$ cat src/design/kwsm_pkg.sv
package kwsm_pkg;

  localparam int unsigned MaxListsDef   = 16;
  localparam int unsigned ValueWidthDef = 32;
  localparam int unsigned PortValueW    = 32;
  localparam int unsigned SourceW       = 4;

  typedef struct packed {
    logic                          operation;
    logic [SourceW-1:0]            source;
    logic signed [PortValueW-1:0]  value;
    logic                          present;
  } in_item_t;

  typedef struct packed {
    logic signed [PortValueW-1:0]  min_value;
    logic [SourceW-1:0]            min_source;
    logic                          valid_res;
    logic                          last;
  } out_item_t;

  localparam logic OpLoad  = 1'b0;
  localparam logic OpMerge = 1'b1;

  typedef enum logic [4:0] {
    StIdle = 5'b00001,
    StCmp  = 5'b00010,
    StWr   = 5'b00100,
    StPop  = 5'b01000,
    StOut  = 5'b10000
  } state_e;

endpackage

$ cat src/design/kwsm_ram.sv
module kwsm_ram #(
  parameter int unsigned AddrW = 4,
  parameter int unsigned DataW = 36
) (
  input  logic             clk_i,
  input  logic             wr_en_i,
  input  logic [AddrW-1:0] wr_addr_i,
  input  logic [DataW-1:0] wr_data_i,
  input  logic             rd_en_i,
  input  logic [AddrW-1:0] rd_addr_i,
  output logic [DataW-1:0] rd_data_o
);

  logic [DataW-1:0] mem_q [2**AddrW];
  logic [DataW-1:0] rd_data_q;

  always_ff @(posedge clk_i) begin
    if (wr_en_i) begin
      mem_q[wr_addr_i] <= wr_data_i;
    end
    if (rd_en_i) begin
      rd_data_q <= mem_q[rd_addr_i];
    end
  end

  assign rd_data_o = rd_data_q;

endmodule

$ cat src/design/k_way_sorted_merge.sv
// Sorted merge of up to MAX_LISTS ascending streams through a priority queue.
// Input channel (in_valid_i / in_stall_o, payload in_data_i): a load item
// (operation = 0) inserts a stream head and gives no result; a merge item
// inserts its element when present is set, then removes the minimum and gives
// one result on the output channel (out_valid_o / out_stall_i, out_data_o).
// A result names the stream to refill next, flags an empty queue (valid_res
// low) and marks the final element (last). Ties go to the lower source index.
// Inserts into a full queue are dropped.
// The queue is an ordered circular buffer in one RAM; a pop only moves the
// head pointer. An insert walks down from the tail with one comparator,
// moving one entry per cycle past the entries that sort after the new
// element, then writes it. A merge item adds a head read and the result
// transfer.
// in_stall_o is high while an item is being worked on. A finished result sits
// in an output register; the block accepts the next item while it waits, and
// a later pop holds until the receiver takes it.
// Reset empties the queue at once; no clearing pass is needed.
module k_way_sorted_merge #(
  parameter int unsigned MAX_LISTS   = kwsm_pkg::MaxListsDef,
  parameter int unsigned VALUE_WIDTH = kwsm_pkg::ValueWidthDef
) (
  input  logic                clk_i,
  input  logic                rst_ni,
  input  logic                in_valid_i,
  output logic                in_stall_o,
  input  kwsm_pkg::in_item_t  in_data_i,
  output logic                out_valid_o,
  input  logic                out_stall_i,
  output kwsm_pkg::out_item_t out_data_o
);

  import kwsm_pkg::*;

  localparam int unsigned IdxW   = (MAX_LISTS > 1) ? $clog2(MAX_LISTS) : 1;
  localparam int unsigned CntW   = $clog2(MAX_LISTS + 1);
  localparam int unsigned EntryW = VALUE_WIDTH + SourceW;

  state_e state_q, state_d;
  logic [CntW-1:0] count_q, count_d;
  logic [CntW-1:0] pos_q, pos_d;
  logic [IdxW-1:0] head_q, head_d;
  logic            merge_q, merge_d;
  logic [VALUE_WIDTH-1:0] new_val_q, new_val_d;
  logic [SourceW-1:0]     new_src_q, new_src_d;
  logic      out_valid_q, out_valid_d;
  out_item_t out_data_q, out_data_d;

  logic              wr_en, rd_en;
  logic [IdxW-1:0]   wr_addr, rd_addr;
  logic [EntryW-1:0] wr_data, rd_data;

  logic [VALUE_WIDTH+PortValueW-1:0] in_ext, out_ext;
  logic [VALUE_WIDTH-1:0] rd_val;
  logic [SourceW-1:0]     rd_src;
  logic                   new_first;
  logic                   in_take, out_free, full;

  kwsm_ram #(
    .AddrW (IdxW),
    .DataW (EntryW)
  ) u_ram (
    .clk_i     (clk_i),
    .wr_en_i   (wr_en),
    .wr_addr_i (wr_addr),
    .wr_data_i (wr_data),
    .rd_en_i   (rd_en),
    .rd_addr_i (rd_addr),
    .rd_data_o (rd_data)
  );

  assign in_ext   = {{VALUE_WIDTH{1'b0}}, in_data_i.value};
  assign {rd_val, rd_src} = rd_data;
  assign out_ext  = {{PortValueW{1'b0}}, rd_val};
  assign in_take  = in_valid_i && (state_q == StIdle);
  assign out_free = !out_valid_q || !out_stall_i;
  assign full     = (count_q == CntW'(MAX_LISTS));

  // strict order: value first, then lower source
  assign new_first = ($signed(new_val_q) < $signed(rd_val)) ||
                     ((new_val_q == rd_val) && (new_src_q < rd_src));

  always_comb begin
    state_d     = state_q;
    count_d     = count_q;
    pos_d       = pos_q;
    head_d      = head_q;
    merge_d     = merge_q;
    new_val_d   = new_val_q;
    new_src_d   = new_src_q;
    out_valid_d = out_valid_q && out_stall_i;
    out_data_d  = out_data_q;
    wr_en       = 1'b0;
    wr_addr     = head_q + pos_q[IdxW-1:0];
    wr_data     = {new_val_q, new_src_q};
    rd_en       = 1'b0;
    rd_addr     = head_q + IdxW'(count_q - CntW'(1));

    unique case (state_q)
      StIdle: begin
        if (in_take) begin
          merge_d   = (in_data_i.operation == OpMerge);
          new_val_d = in_ext[VALUE_WIDTH-1:0];
          new_src_d = in_data_i.source;
          pos_d     = count_q;
          if (in_data_i.present && !full) begin
            if (count_q == '0) begin
              state_d = StWr;
            end else begin
              rd_en   = 1'b1;
              state_d = StCmp;
            end
          end else if (in_data_i.operation == OpMerge) begin
            state_d = StPop;
          end
        end
      end
      StCmp: begin
        wr_en = 1'b1;
        if (new_first) begin
          // move the tail entry up one slot and look one further down
          wr_data = rd_data;
          pos_d   = pos_q - CntW'(1);
          if (pos_q == CntW'(1)) begin
            state_d = StWr;
          end else begin
            rd_en   = 1'b1;
            rd_addr = head_q + IdxW'(pos_q - CntW'(2));
          end
        end else begin
          count_d = count_q + CntW'(1);
          state_d = merge_q ? StPop : StIdle;
        end
      end
      StWr: begin
        wr_en   = 1'b1;
        count_d = count_q + CntW'(1);
        state_d = merge_q ? StPop : StIdle;
      end
      StPop: begin
        if (count_q == '0) begin
          if (out_free) begin
            out_valid_d = 1'b1;
            out_data_d  = '0;
            state_d     = StIdle;
          end
        end else begin
          rd_en   = 1'b1;
          rd_addr = head_q;
          state_d = StOut;
        end
      end
      StOut: begin
        if (out_free) begin
          out_valid_d           = 1'b1;
          out_data_d.min_value  = out_ext[PortValueW-1:0];
          out_data_d.min_source = rd_src;
          out_data_d.valid_res  = 1'b1;
          out_data_d.last       = (count_q == CntW'(1));
          head_d                = head_q + IdxW'(1);
          count_d               = count_q - CntW'(1);
          state_d               = StIdle;
        end
      end
      default: state_d = StIdle;
    endcase
  end

  always_ff @(posedge clk_i or negedge rst_ni) begin
    if (!rst_ni) begin
      state_q     <= StIdle;
      count_q     <= '0;
      head_q      <= '0;
      out_valid_q <= 1'b0;
    end else begin
      state_q     <= state_d;
      count_q     <= count_d;
      head_q      <= head_d;
      out_valid_q <= out_valid_d;
    end
  end

  always_ff @(posedge clk_i) begin
    pos_q      <= pos_d;
    merge_q    <= merge_d;
    new_val_q  <= new_val_d;
    new_src_q  <= new_src_d;
    out_data_q <= out_data_d;
  end

  assign in_stall_o  = (state_q != StIdle);
  assign out_valid_o = out_valid_q;
  assign out_data_o  = out_data_q;

endmodule

$ cat config.mk
export PLATFORM = sky130hd
export DESIGN_NAME = k_way_sorted_merge
export DESIGN_NICKNAME = d
export VERILOG_FILES = /design/src/design/kwsm_pkg.sv /design/src/design/kwsm_ram.sv /design/src/design/k_way_sorted_merge.sv
export SDC_FILE = /design/constraint.sdc
export NUM_CORES = 1
export LEC_CHECK = 0
export BUFFER_PORTS_ARGS = -buffer_cell sky130_fd_sc_hd__buf_4
export CORE_UTILIZATION = 56
export CTS_BUF_LIST = sky130_fd_sc_hd__clkbuf_8 sky130_fd_sc_hd__clkbuf_16
export CTS_CLUSTER_DIAMETER = 30
export DETAILED_ROUTE_END_ITERATION = 10
export HOLD_SLACK_MARGIN = 0.1
export PLACE_DENSITY = 0.84
export SLEW_MARGIN = 20
export SYNTH_ARGS = -nofsm -noshare
export SYNTH_HDL_FRONTEND = slang
export SYNTH_SLANG_ARGS = --single-unit
$ cat constraint.sdc
create_clock -name clk_i -period 3.4 [get_ports clk_i]
set_input_delay 0.68 -clock clk_i [delete_from_list [all_inputs] [get_ports clk_i]]
set_output_delay 0.68 -clock clk_i [all_outputs]
set_load 0.005 [all_outputs]
==> reports/qor.csv <==
stage,metric,value,unit
clocking,numClockSinks,707,
sta,finClkSkew,0.0680,ns
detailed_routing,wl,123000,um
cells_and_area,n_antenna_cell,0,
setup_path,cpPeakStageDelay,0.51,ns
status,violations,setup timing,
detailed_routing,vias_per_cell,7.31,
yosys,synth_top_area_cell,edfxtp_1,
sta,setup_tns,-469.24,ns
sta,finalHoldViolCount,0,
clocking,cts_tree,yes,
sta,drv_slew,0,
yosys,synth-seq-cells,707,
setup_path,r2r_end,u_ram.rd_data_o[34],
clocking,cts-buffers-inserted,119,
yosys,syn_area,29300,um^2
setup_path,critPathLaunchType,register,
yosys,yosys-top-cells-count,"edfxtp_1, mux2i_1, nand2_1, o21ai_0",
setup_path,critPathCapture,u_ram.rd_data_o[34],
clocking,clockRootBuffer,clkbuf_16,
clocking,clk_latency,0.75,ns
yosys,yosys_warnings,0,
cells_and_area,fin_nets,2438,
sta,relSlewSlack,27.5,%
setup_path,cp.arrival,5.46,ns
setup_path,worst_path_max_delay_cell,edfxtp_1,
die,dieArea,53200,um^2
setup_path,required,3.79,ns
setup_path,cp_num_cells,15,
yosys,synth_most_common_cell,edfxtp_1,
clocking,htree_levels,3,
status,status,"finished, violations left",
yosys,synthTopCellsByArea,"edfxtp_1, mux2i_1, mux2_2",
yosys,synth_edf_count,692,
sta,fin_crit_sh,149,%
min_path,hp-class,primary input to register,
cells_and_area,layout-drive-gt1-share,43.3,%
die,die_h,231,um
sta,tightest_slew,1.06,ns
place,port_buffers,81,
setup_path,r2r-start,new_val_q[15],
setup_path,crit_path_max_fanout,6,
place,place_area,33000,um^2
yosys,syn_area_per_cell,16.3,um^2
grt,grt_pass1_wl,150000,um
sta,rsz0062_at_grt,yes,
sta,fin_ws,-1.67,ns
yosys,synth_ff_type,edfxtp_1,
setup_path,worstSetupEndpointType,register,
clocking,clockBufferDepth,3,
detailed_routing,wl_per_cell,39.4,um
detailed_routing,drtIter0Drc,4494,
place,globalplace.congestion,0.859,
die,pin_count,82,
grt,grt_pass1_vias,22112,
grt,gr-total-overflow,0,
die,initial_core_util,56.9,%
sta,setup_viol,1125,
sta,period_needed,5.07,ns
detailed_routing,drc,0,
clocking,clkSlewWorstSetupHoldPaths,0.06,ns
cells_and_area,final_area,41200,um^2
min_path,min_delay_path_depth,1,
cells_and_area,utilization,79.9,%
detailed_routing,firstDrtPassIters,7,
yosys,yosysTopAreaCellShare,70.9,%
die,die_w,231,um
setup_path,rr_worst_depth,15,
detailed_routing,ant_nets,0,
yosys,synth_cells,1799,
sta,max_clock_freq,0.197,GHz
grt,grt_use_total,39.6,%
run,drv_cap,0,
grt,antenna_found_initial,2,
setup_path,worstSetupPathType,register to register,
cells_and_area,syn_to_final_growth,40.5,%
detailed_routing,num_vias,22833,
yosys,synth_nets,1894,
yosys,ys_seq_area_share,72.2,%
setup_path,path_cells,ha_4 > nand4_1 > or3_4 > o221ai_4 > a31oi_4 > o21a_4 > a221oi_4 > buf_6 > buf_8 > buf_12 > buf_4 > mux2i_4 > mux2i_2 > a22oi_2 > o221ai_1,
grt,grt_max_degree,36,
place,post-dp-hpwl,42300,um
die,row_count,83,
setup_path,regToRegSetupSlack,-1.67,ns
yosys,synth_cell_types,58,
yosys,ys_async_sr_fraction,2.12,%
setup_path,crit_start,new_val_q[15],
die,core,51500,um^2
setup_path,crit_family,compound AO/OA/AOI/OAI gates,
setup_path,cp_num_buf_inv,4,
[stage by stage]
stage	cells	hold slack (ns)	worst slack (ns)
after floorplan	1799	0.384	-0.227
after global placement	2725	0.484	-0.574
after detailed placement	2725	0.489	-0.705
after CTS	3072	0.152	-0.574
after global routing	3125	0.118	-1.54
final	3125	0.118	-1.67
[timing repair]
item	in CTS	in global routing
hold buffers	1	0
endpoints found under the setup margin	616	662
buffers inserted	81	66
gates resized for setup	287	344
pin swaps	62	56
gates cloned	43	11
endpoints found under the hold margin	15	0
[placed cells by master, fill, tap and decap left out, types with 15 or more instances in the layout]
cell type	n
buf_12	82
a21oi_1	18
clkbuf_16	127
clkinv_4	21
o21ai_4	22
buf_4	292
a22oi_2	28
buf_16	24
o21ai_1	33
xnor2_1	15
mux2i_4	31
clkinv_2	19
buf_6	78
ha_1	41
edfxtp_1	692
buf_8	16
o21ai_0	35
mux2i_2	55
mux2_2	66
inv_1	56
mux2i_1	204
nand2_4	16
nand2_1	122
inv_6	17
o21ai_2	36
nor2_1	54
o221ai_2	24
nor2_4	18
[how the worst min path moves through the flow]
stage                     slack (ns)       endpoint           from
after floorplan                 0.38     count_q[0]         rst_ni
after detailed placement        0.49     state_q[0]        merge_q
final                           0.12  new_val_q[14]  in_data_i[15]
after CTS                       0.15  new_val_q[14]  in_data_i[15]
after global placement          0.48     state_q[0]        merge_q
after global routing            0.12  new_val_q[14]  in_data_i[15]
[final cells by class]
cell class              count  area, um^2
inverters                  55         206
fillers                  2041       10300
repair buffers            503        5870
flip-flops and latches    707       21200
multi-input cells         957        9210
clock buffers             122        3050
clock inverters           101         821
well taps                 680         851
[cells by family (layout without fill, tap and decap cells)]
kind of cell / after synthesis / count (layout) / synth area share [%]
multiplexers: 364 / 366 / 12.7
AO/OA/AOI/OAI: 247 / 247 / 5.46
buffers and inverters: 137 / 781 / 2.71
XOR/XNOR: 23 / 23 / 0.687
adder cells (fa/ha/maj): 53 / 53 / 2.34
flip-flops: 707 / 707 / 72.2
AND/OR/NAND/NOR: 268 / 268 / 3.86
[registers in the layout (all words and copies together), names as in the netlist]
name / count
new_src_q: 4
pos_q: 5
merge_q: 1
head_q: 4
state_q: 5
out_data_o: 38
new_val_q: 32
count_q: 5
out_valid_o: 1
u_ram.mem_q: 576
u_ram.rd_data_o: 36
[worst register-to-register path, stage by stage (launching register included)]
cell      delay [ns]
edfxtp_1        0.51
ha_4            0.37
nand4_1         0.35
or3_4           0.49
o221ai_4        0.42
a31oi_4         0.20
o21a_4          0.25
a221oi_4        0.34
buf_6           0.23
buf_8           0.16
buf_12          0.15
buf_4           0.14
mux2i_4         0.24
mux2i_2         0.15
a22oi_2         0.46
o221ai_1        0.26
[metal layers]
layer	GRT usage, %	wire [um]	vias to the layer above
met5	0	36	-
met4	30.7	12500	2
met3	12.2	19400	984
met2	61.6	53700	2989
met1	46.0	37600	10761
li1	-	-	8097
Power is left out: the tool's default activity adds up to more than one toggle a clock period on the data nets, which glitch-free logic cannot reach.
